--- src/brtes_pkg.sv ---
`default_nettype none
// ----------------------------------------------------------------------------
// brtes_pkg
// Shared constants and types of the button/timer event scanner.
// ----------------------------------------------------------------------------
package brtes_pkg;

    localparam int BUTTONS     = 8;
    localparam int TIMERS      = 4;
    localparam int MAX_RESULTS = 12;

    localparam int TIMER_IW = (TIMERS > 1) ? $clog2(TIMERS) : 1;
    localparam int RES_W    = $clog2(MAX_RESULTS + 1);

    localparam logic [1:0] KIND_TICK       = 2'd0;
    localparam logic [1:0] KIND_SET_PERIOD = 2'd1;
    localparam logic [1:0] KIND_CLR_TIMER  = 2'd2;

    localparam logic [2:0] EV_PRESS   = 3'd0;
    localparam logic [2:0] EV_RELEASE = 3'd1;
    localparam logic [2:0] EV_REPEAT  = 3'd2;
    localparam logic [2:0] EV_TIMER   = 3'd3;
    localparam logic [2:0] EV_NONE    = 3'd4;

    typedef struct packed {
        logic       is_timer;
        logic       was_down;
        logic       now_down;
        logic [7:0] count;
        logic [7:0] target;
        logic       space_ok;
    } t_step_req;

    typedef struct packed {
        logic       offer;
        logic       accepted;
        logic [2:0] ev_kind;
        logic [7:0] count;
        logic       down;
    } t_step_rsp;

endpackage
`default_nettype wire

--- src/brtes_step.sv ---
`default_nettype none
// ----------------------------------------------------------------------------
// brtes_step
// Shared per-element unit: edge detect, count increment and compare.
// ----------------------------------------------------------------------------
module brtes_step (
    input  var brtes_pkg::t_step_req i_req,
    output var brtes_pkg::t_step_rsp o_rsp
);
    import brtes_pkg::*;

    logic [7:0] inc;
    logic       hit;

    assign inc = i_req.count + 8'd1;
    assign hit = (inc == i_req.target);

    always_comb begin
        o_rsp.offer   = 1'b0;
        o_rsp.ev_kind = EV_NONE;
        o_rsp.count   = i_req.count;
        o_rsp.down    = i_req.was_down;
        if (i_req.is_timer) begin
            if (i_req.target != 8'd0) begin
                if (hit) begin
                    o_rsp.offer   = 1'b1;
                    o_rsp.ev_kind = EV_TIMER;
                    o_rsp.count   = i_req.space_ok ? 8'd0 : i_req.count;
                end else begin
                    o_rsp.count = inc;
                end
            end
        end else if (!i_req.was_down && i_req.now_down) begin
            o_rsp.offer   = 1'b1;
            o_rsp.ev_kind = EV_PRESS;
            o_rsp.count   = 8'd0;
            o_rsp.down    = i_req.space_ok;
        end else if (i_req.was_down && !i_req.now_down) begin
            o_rsp.offer   = 1'b1;
            o_rsp.ev_kind = EV_RELEASE;
            o_rsp.down    = !i_req.space_ok;
        end else if (i_req.was_down && i_req.target != 8'd0) begin
            if (hit) begin
                o_rsp.offer   = 1'b1;
                o_rsp.ev_kind = EV_REPEAT;
                o_rsp.count   = i_req.space_ok ? 8'd0 : i_req.count;
            end else begin
                o_rsp.count = inc;
            end
        end
        o_rsp.accepted = o_rsp.offer && i_req.space_ok;
    end

endmodule
`default_nettype wire

--- src/button_repeat_timer_event_scanner.sv ---
`default_nettype none
// ----------------------------------------------------------------------------
// button_repeat_timer_event_scanner
// Scans buttons and timers per tick and emits press, release, repeat and
// timer events, limited by the free queue space carried on the tick.
// ----------------------------------------------------------------------------
// channel   direction  handshake                 payload
// input     in         i_valid / o_stall         kind, pressed_mask, queue_space,
//                                                 timer_index, period_ticks
// result    out        o_valid / i_stall         event_kind, event_index,
//                                                 buttons_down, last
// config    in         i_cfg_valid / o_cfg_ready repeat_period
//
// A tick is accepted, then every button and then every timer is scanned, one element
// per cycle through the shared step unit, then the results are shown in order, as
// the result side takes them.
// Other items are accepted, then give a single result.
// Input is stalled from acceptance until the last result is taken.
// Reset is synchronous, active low, and clears all counts and compares.
// ----------------------------------------------------------------------------
module button_repeat_timer_event_scanner (
    input  var logic       i_clk,
    input  var logic       i_rst_n,
    input  var logic       i_valid,
    output var logic       o_stall,
    input  var logic [1:0] i_kind,
    input  var logic [7:0] i_pressed_mask,
    input  var logic [3:0] i_queue_space,
    input  var logic [1:0] i_timer_index,
    input  var logic [7:0] i_period_ticks,
    output var logic       o_valid,
    input  var logic       i_stall,
    output var logic [2:0] o_event_kind,
    output var logic [2:0] o_event_index,
    output var logic [7:0] o_buttons_down,
    output var logic       o_last,
    input  var logic       i_cfg_valid,
    output var logic       o_cfg_ready,
    input  var logic [7:0] i_cfg_data
);
    import brtes_pkg::*;

    typedef enum logic [3:0] {
        S_IDLE = 4'b0001,
        S_BTN  = 4'b0010,
        S_TMR  = 4'b0100,
        S_EMIT = 4'b1000
    } t_state;

    localparam logic [2:0]       BTN_LAST = 3'(BUTTONS - 1);
    localparam logic [2:0]       TMR_LAST = 3'(TIMERS - 1);
    localparam logic [3:0]       TIMERS_W = 4'(TIMERS);
    localparam logic [RES_W-1:0] MAX_RES  = RES_W'(MAX_RESULTS);

    t_state           r_state, n_state;
    logic [7:0]       r_period;
    logic [7:0]       r_down;
    logic [7:0]       r_mask;
    logic [7:0]       r_rep   [8];
    logic [7:0]       r_tcnt  [TIMERS];
    logic [7:0]       r_tcmp  [TIMERS];
    logic [2:0]       r_idx;
    logic [RES_W-1:0] r_space;
    logic [RES_W-1:0] r_emitted;
    logic [RES_W-1:0] r_out;
    logic [2:0]       r_pkind [MAX_RESULTS];
    logic [2:0]       r_pidx  [MAX_RESULTS];

    t_step_req         req;
    t_step_rsp         rsp;
    logic              in_acc, out_acc, cfg_acc;
    logic [TIMER_IW-1:0] tix;
    logic [TIMER_IW-1:0] cix;
    logic              cix_ok;
    logic [RES_W-1:0]  qs_ext;

    assign in_acc  = i_valid && !o_stall;
    assign out_acc = o_valid && !i_stall;
    assign cfg_acc = i_cfg_valid && o_cfg_ready;
    assign tix     = r_idx[TIMER_IW-1:0];
    assign cix     = TIMER_IW'(i_timer_index);
    assign cix_ok  = ({2'b00, i_timer_index} < TIMERS_W);
    assign qs_ext  = RES_W'(i_queue_space);

    always_comb begin
        req.is_timer = r_state == S_TMR;
        req.was_down = r_down[r_idx];
        req.now_down = r_mask[r_idx];
        req.space_ok = r_emitted < r_space;
        if (r_state == S_TMR) begin
            req.count  = r_tcnt[tix];
            req.target = r_tcmp[tix];
        end else begin
            req.count  = r_rep[r_idx];
            req.target = r_period;
        end
    end

    brtes_step u_step (
        .i_req (req),
        .o_rsp (rsp)
    );

    always_comb begin
        n_state = r_state;
        unique case (r_state)
            S_IDLE: begin
                if (in_acc) begin
                    n_state = (i_kind == KIND_TICK) ? S_BTN : S_EMIT;
                end
            end
            S_BTN: begin
                if (r_idx == BTN_LAST) begin
                    n_state = S_TMR;
                end
            end
            S_TMR: begin
                if (r_idx == TMR_LAST) begin
                    n_state = S_EMIT;
                end
            end
            S_EMIT: begin
                if (out_acc && o_last) begin
                    n_state = S_IDLE;
                end
            end
            default: n_state = S_IDLE;
        endcase
    end

    always_ff @(posedge i_clk) begin
        if (!i_rst_n) begin
            r_state   <= S_IDLE;
            r_period  <= 8'd0;
            r_down    <= 8'd0;
            r_idx     <= 3'd0;
            r_space   <= '0;
            r_emitted <= '0;
            r_out     <= '0;
            for (int i = 0; i < 8; i++) begin
                r_rep[i] <= 8'd0;
            end
            for (int i = 0; i < TIMERS; i++) begin
                r_tcnt[i] <= 8'd0;
                r_tcmp[i] <= 8'd0;
            end
        end else begin
            r_state <= n_state;
            unique case (r_state)
                S_IDLE: begin
                    if (in_acc) begin
                        r_idx     <= 3'd0;
                        r_out     <= '0;
                        r_emitted <= '0;
                        r_mask    <= i_pressed_mask;
                        r_space   <= (qs_ext > MAX_RES) ? MAX_RES : qs_ext;
                        if (i_kind == KIND_SET_PERIOD && cix_ok) begin
                            r_tcmp[cix] <= i_period_ticks;
                            r_tcnt[cix] <= 8'd0;
                        end else if (i_kind == KIND_CLR_TIMER && cix_ok) begin
                            r_tcnt[cix] <= 8'd0;
                        end
                    end
                end
                S_BTN: begin
                    r_rep[r_idx]  <= rsp.count;
                    r_down[r_idx] <= rsp.down;
                    if (rsp.accepted) begin
                        r_emitted <= r_emitted + 1'b1;
                    end
                    r_idx <= (r_idx == BTN_LAST) ? 3'd0 : r_idx + 3'd1;
                end
                S_TMR: begin
                    r_tcnt[tix] <= rsp.count;
                    if (rsp.accepted) begin
                        r_emitted <= r_emitted + 1'b1;
                    end
                    r_idx <= r_idx + 3'd1;
                end
                S_EMIT: begin
                    if (out_acc && !o_last) begin
                        r_out <= r_out + 1'b1;
                    end
                end
                default: ;
            endcase
            if (cfg_acc) begin
                r_period <= i_cfg_data;
                for (int i = 0; i < 8; i++) begin
                    r_rep[i] <= 8'd0;
                end
            end
        end
    end

    // capture accepted events
    always_ff @(posedge i_clk) begin
        if ((r_state == S_BTN || r_state == S_TMR) && rsp.accepted) begin
            r_pkind[r_emitted] <= rsp.ev_kind;
            r_pidx[r_emitted]  <= (r_state == S_TMR) ? {{(3-TIMER_IW){1'b0}}, tix} : r_idx;
        end
    end

    assign o_stall        = r_state != S_IDLE;
    assign o_cfg_ready    = r_state == S_IDLE;
    assign o_valid        = r_state == S_EMIT;
    assign o_buttons_down = r_down;
    assign o_event_kind   = (r_emitted == '0) ? EV_NONE : r_pkind[r_out];
    assign o_event_index  = (r_emitted == '0) ? 3'd0 : r_pidx[r_out];
    assign o_last         = (r_emitted == '0) || (r_out + 1'b1 == r_emitted);

`ifndef ASSERT_OFF
    a_space_bound: assert property (@(posedge i_clk) disable iff (!i_rst_n)
        r_emitted <= r_space)
        else $error("event count exceeds queue space");

    a_ready_idle: assert property (@(posedge i_clk) disable iff (!i_rst_n)
        !o_stall |-> !o_valid)
        else $error("input ready while a result is shown");

    a_none_last: assert property (@(posedge i_clk) disable iff (!i_rst_n)
        (o_valid && o_event_kind == EV_NONE) |-> o_last)
        else $error("no-event result not marked last");

    a_last_done: assert property (@(posedge i_clk) disable iff (!i_rst_n)
        (o_valid && !i_stall && o_last) |=> (!o_valid && !o_stall))
        else $error("block not idle after last result");
`endif

endmodule
`default_nettype wire

--- config.mk ---
export PLATFORM = sky130hd
export DESIGN_NAME = button_repeat_timer_event_scanner
export DESIGN_NICKNAME = d
export VERILOG_FILES = /design/src/brtes_pkg.sv /design/src/brtes_step.sv /design/src/button_repeat_timer_event_scanner.sv
export SDC_FILE = /design/constraint.sdc
export NUM_CORES = 1
export LEC_CHECK = 0
export BUFFER_PORTS_ARGS = -buffer_cell sky130_fd_sc_hd__buf_4
export CAP_MARGIN = 10
export CORE_AREA = 2 2 146 219
export DETAILED_ROUTE_END_ITERATION = 16
export DIE_AREA = 0 0 148 221
export PLACE_DENSITY = 0.66
export SLEW_MARGIN = 30
export SYNTH_ARGS = -nofsm -noshare
export SYNTH_HDL_FRONTEND = slang
export SYNTH_HIERARCHICAL = 1
export SYNTH_SLANG_ARGS = --single-unit
--- constraint.sdc ---
create_clock -name i_clk -period 7.4 [get_ports i_clk]
set_clock_uncertainty 0.05 [all_clocks]
set_input_delay 0.37 -clock i_clk [delete_from_list [all_inputs] [get_ports i_clk]]
set_output_delay 0.37 -clock i_clk [all_outputs]
set_load 0.1 [all_outputs]
==> impl_results.md <==
- Unrepaired setup endpoints after global routing: false
- Port-buffer cells: 54
- Final hold viol count: 0
- CTS Buf Count: 24
- Die ar.: 32,710 um2
- DP Area: 12,990 um2
- Yosys warning count: 6
- DP Wirelength: 20,560 um
- Post-layout util: 0.4501
- Fmax: 178.6 MHz
- Vias: 7,687
- Final #Nets: 1,048
- TritonCTS clock tree: done
- Clock transition at path regs: 0.07 ns
- Setup CP Type: flop to flop
- Total track usage: 0.1738
- Post-cts sizing count: 0
- CP Buf/Inv Count: 0
- Most used cell, CP: and3_1
- Routed WL: 28,420 um
- Num rows: 79
- Pre-CTS setup slack: 1.728 ns
- Least-Margin Pin Slew: 0.9668 ns
- Worst Path Max Fanout: 21
- P per Cell Area: 233.1 nW/um2
- Outcome: complete, no violations
- Total Power: 3.235 mW
- Design Area, Final: 13,880 um2
- Post-Syn Area per Cell: 12.87 um2
- CTS H-tree depth: 1
- Critical Path Start Type: flop
- Hold_ws: 0.02431 ns
- Synth Instances: 943
- Worst skew pair latency: 0.56 ns
- Setup TNS: 0 ns
- Starting Density: 0.3936
- Worst EP required: 7.58 ns
- Initial antenna violation count: 0
- Clock Path Buffers: 3
- Post-route clock period utilization: 0.7568
- Placed Instances: 1,370
- Total congestion overflow: 0
- First-pass GRT wire length: 44,120 um
- Die height: 221 um
- WP data arrival: 5.78 ns
- Pleak: 4.905 nW
- Vias in the first global route: 7,979
- Critical path, cell by cell: mux4_2 -> mux2i_1 -> o21ai_0 -> ha_1 -> and3_1 -> nand3_1 -> xnor2_1 -> and4_1 -> a31oi_1 -> nor3b_1 -> and3_1 -> nand2_1 -> nor2_1 -> and2_1
- Synthesized Nets: 992
- Core Area: 30,840 um2
- Final Worst Setup Slack: 1.800 ns
- HP Class: input port to flop
- Worst path slowest cell: dfxtp_2
- ANT nets after route: 0
- Final setup violation count: 0
- Relative slew slack: 0.3511
- Vias per inst: 5.406
- Width of the die: 148 um
- Delay-heaviest family, CP: simple AND/OR/NAND/NOR gates
- Non-filler cells in the finished layout: 1,422
- Total of max-cap violations: 0
- DR pass1 iterations: 5
- Worst stage delay on the critical path: 0.83 ns
- Top-level port count: 55
- Mapped cell area: 12,140 um2
- Share of layout cells above drive strength 1: 0.1967
- CP Capture Type: flop
- Largest net degree at the start of global routing: 33
- Tmin final: 5.600 ns
- Post-route DRC: 0
- Routability Congestion: 0.8636
- Diode count: 0
- Pins Over Slew Limit: 0
- Peak supply drop: 0.0001966 V
- Layout area overhead: 14.34%
- Clk root buf: clkbuf_16
- WL/cell: 19.99 um
- Num Clock Sinks: 250
- Initial DRC Count: 484
==> path summary, 6_finish.rpt <==
kind	slack (ns)	to	startpoint	cells past startpoint
worst max-delay path	1.80	r_pkind[5][2]$_DFFE_PP_	flop	14
worst min-delay path	0.02	r_space[2]$_SDFFE_PN0P_	i_queue_space[2]	3
worst max register to register	1.80	r_pkind[5][2]$_DFFE_PP_	flop	14
worst min register to register	0.41	r_space[1]$_SDFFE_PN0P_	r_space[1]$_SDFFE_PN0P_	2
==> per-layer routing <==
| metal | wire length [um] | part of all wire | global-route usage |
|---|---|---|---|
| met4 | 1081 | 0.038 | 0.07035 |
| met3 | 1086 | 0.038 | 0.02371 |
| met1 | 10570 | 0.37 | 0.1903 |
| met5 | 0 | 0 | 0 |
| met2 | 15680 | 0.55 | 0.3318 |
==> final cells by class <==
class	count	area, um2
fill	2796	16960
sequential	250	7089
multi-input combinational	613	4736
timing repair buffer	84	650.6
clock buffer	30	633.1
tap	405	506.7
clock inverter	14	166.4
inverter	26	97.59
==> power breakdown <==
group	leakage, nW	switching (mW)	internal [mW]	total (mW)
clock network	0.389	0.541	0.689	1.23
logic	2.11	0.254	0.132	0.385
registers	2.41	0.0280	1.59	1.62
total	4.90	0.823	2.41	3.24
==> registers in the layout, indices dropped and copies added (netlist names), named ones only <==
register / cells
r_mask: 8
r_rep: 64
r_pkind: 36
r_pidx: 36
r_space: 4
r_out: 4
r_state: 4
r_emitted: 4
r_period: 8
o_buttons_down: 8
r_idx: 3
r_tcnt: 32
r_tcmp: 32
==> worst min-delay path, stage by stage <==
cell and delay (ns):
buf_4 0.11, nand2_1 0.05, a21oi_1 0.05
==> placed cells by master (no fill, tap or decap), types with 28 or more instances in the layout <==
master,instances
nand3_1,28
dfxtp_1,40
o21ai_0,30
and2_1,98
a21oi_1,44
edfxtp_1,208
nand2_1,75
nor2_1,73
mux4_2,50
buf_4,76
==> repair_timing <==
| item | in CTS | in global routing |
|---|---|---|
| buffers inserted | 0 | 0 |
| hold buffers | 8 | 0 |
| hold endpoints to repair | 8 | 0 |
Note: power is estimated with default switching activity, not from simulation.
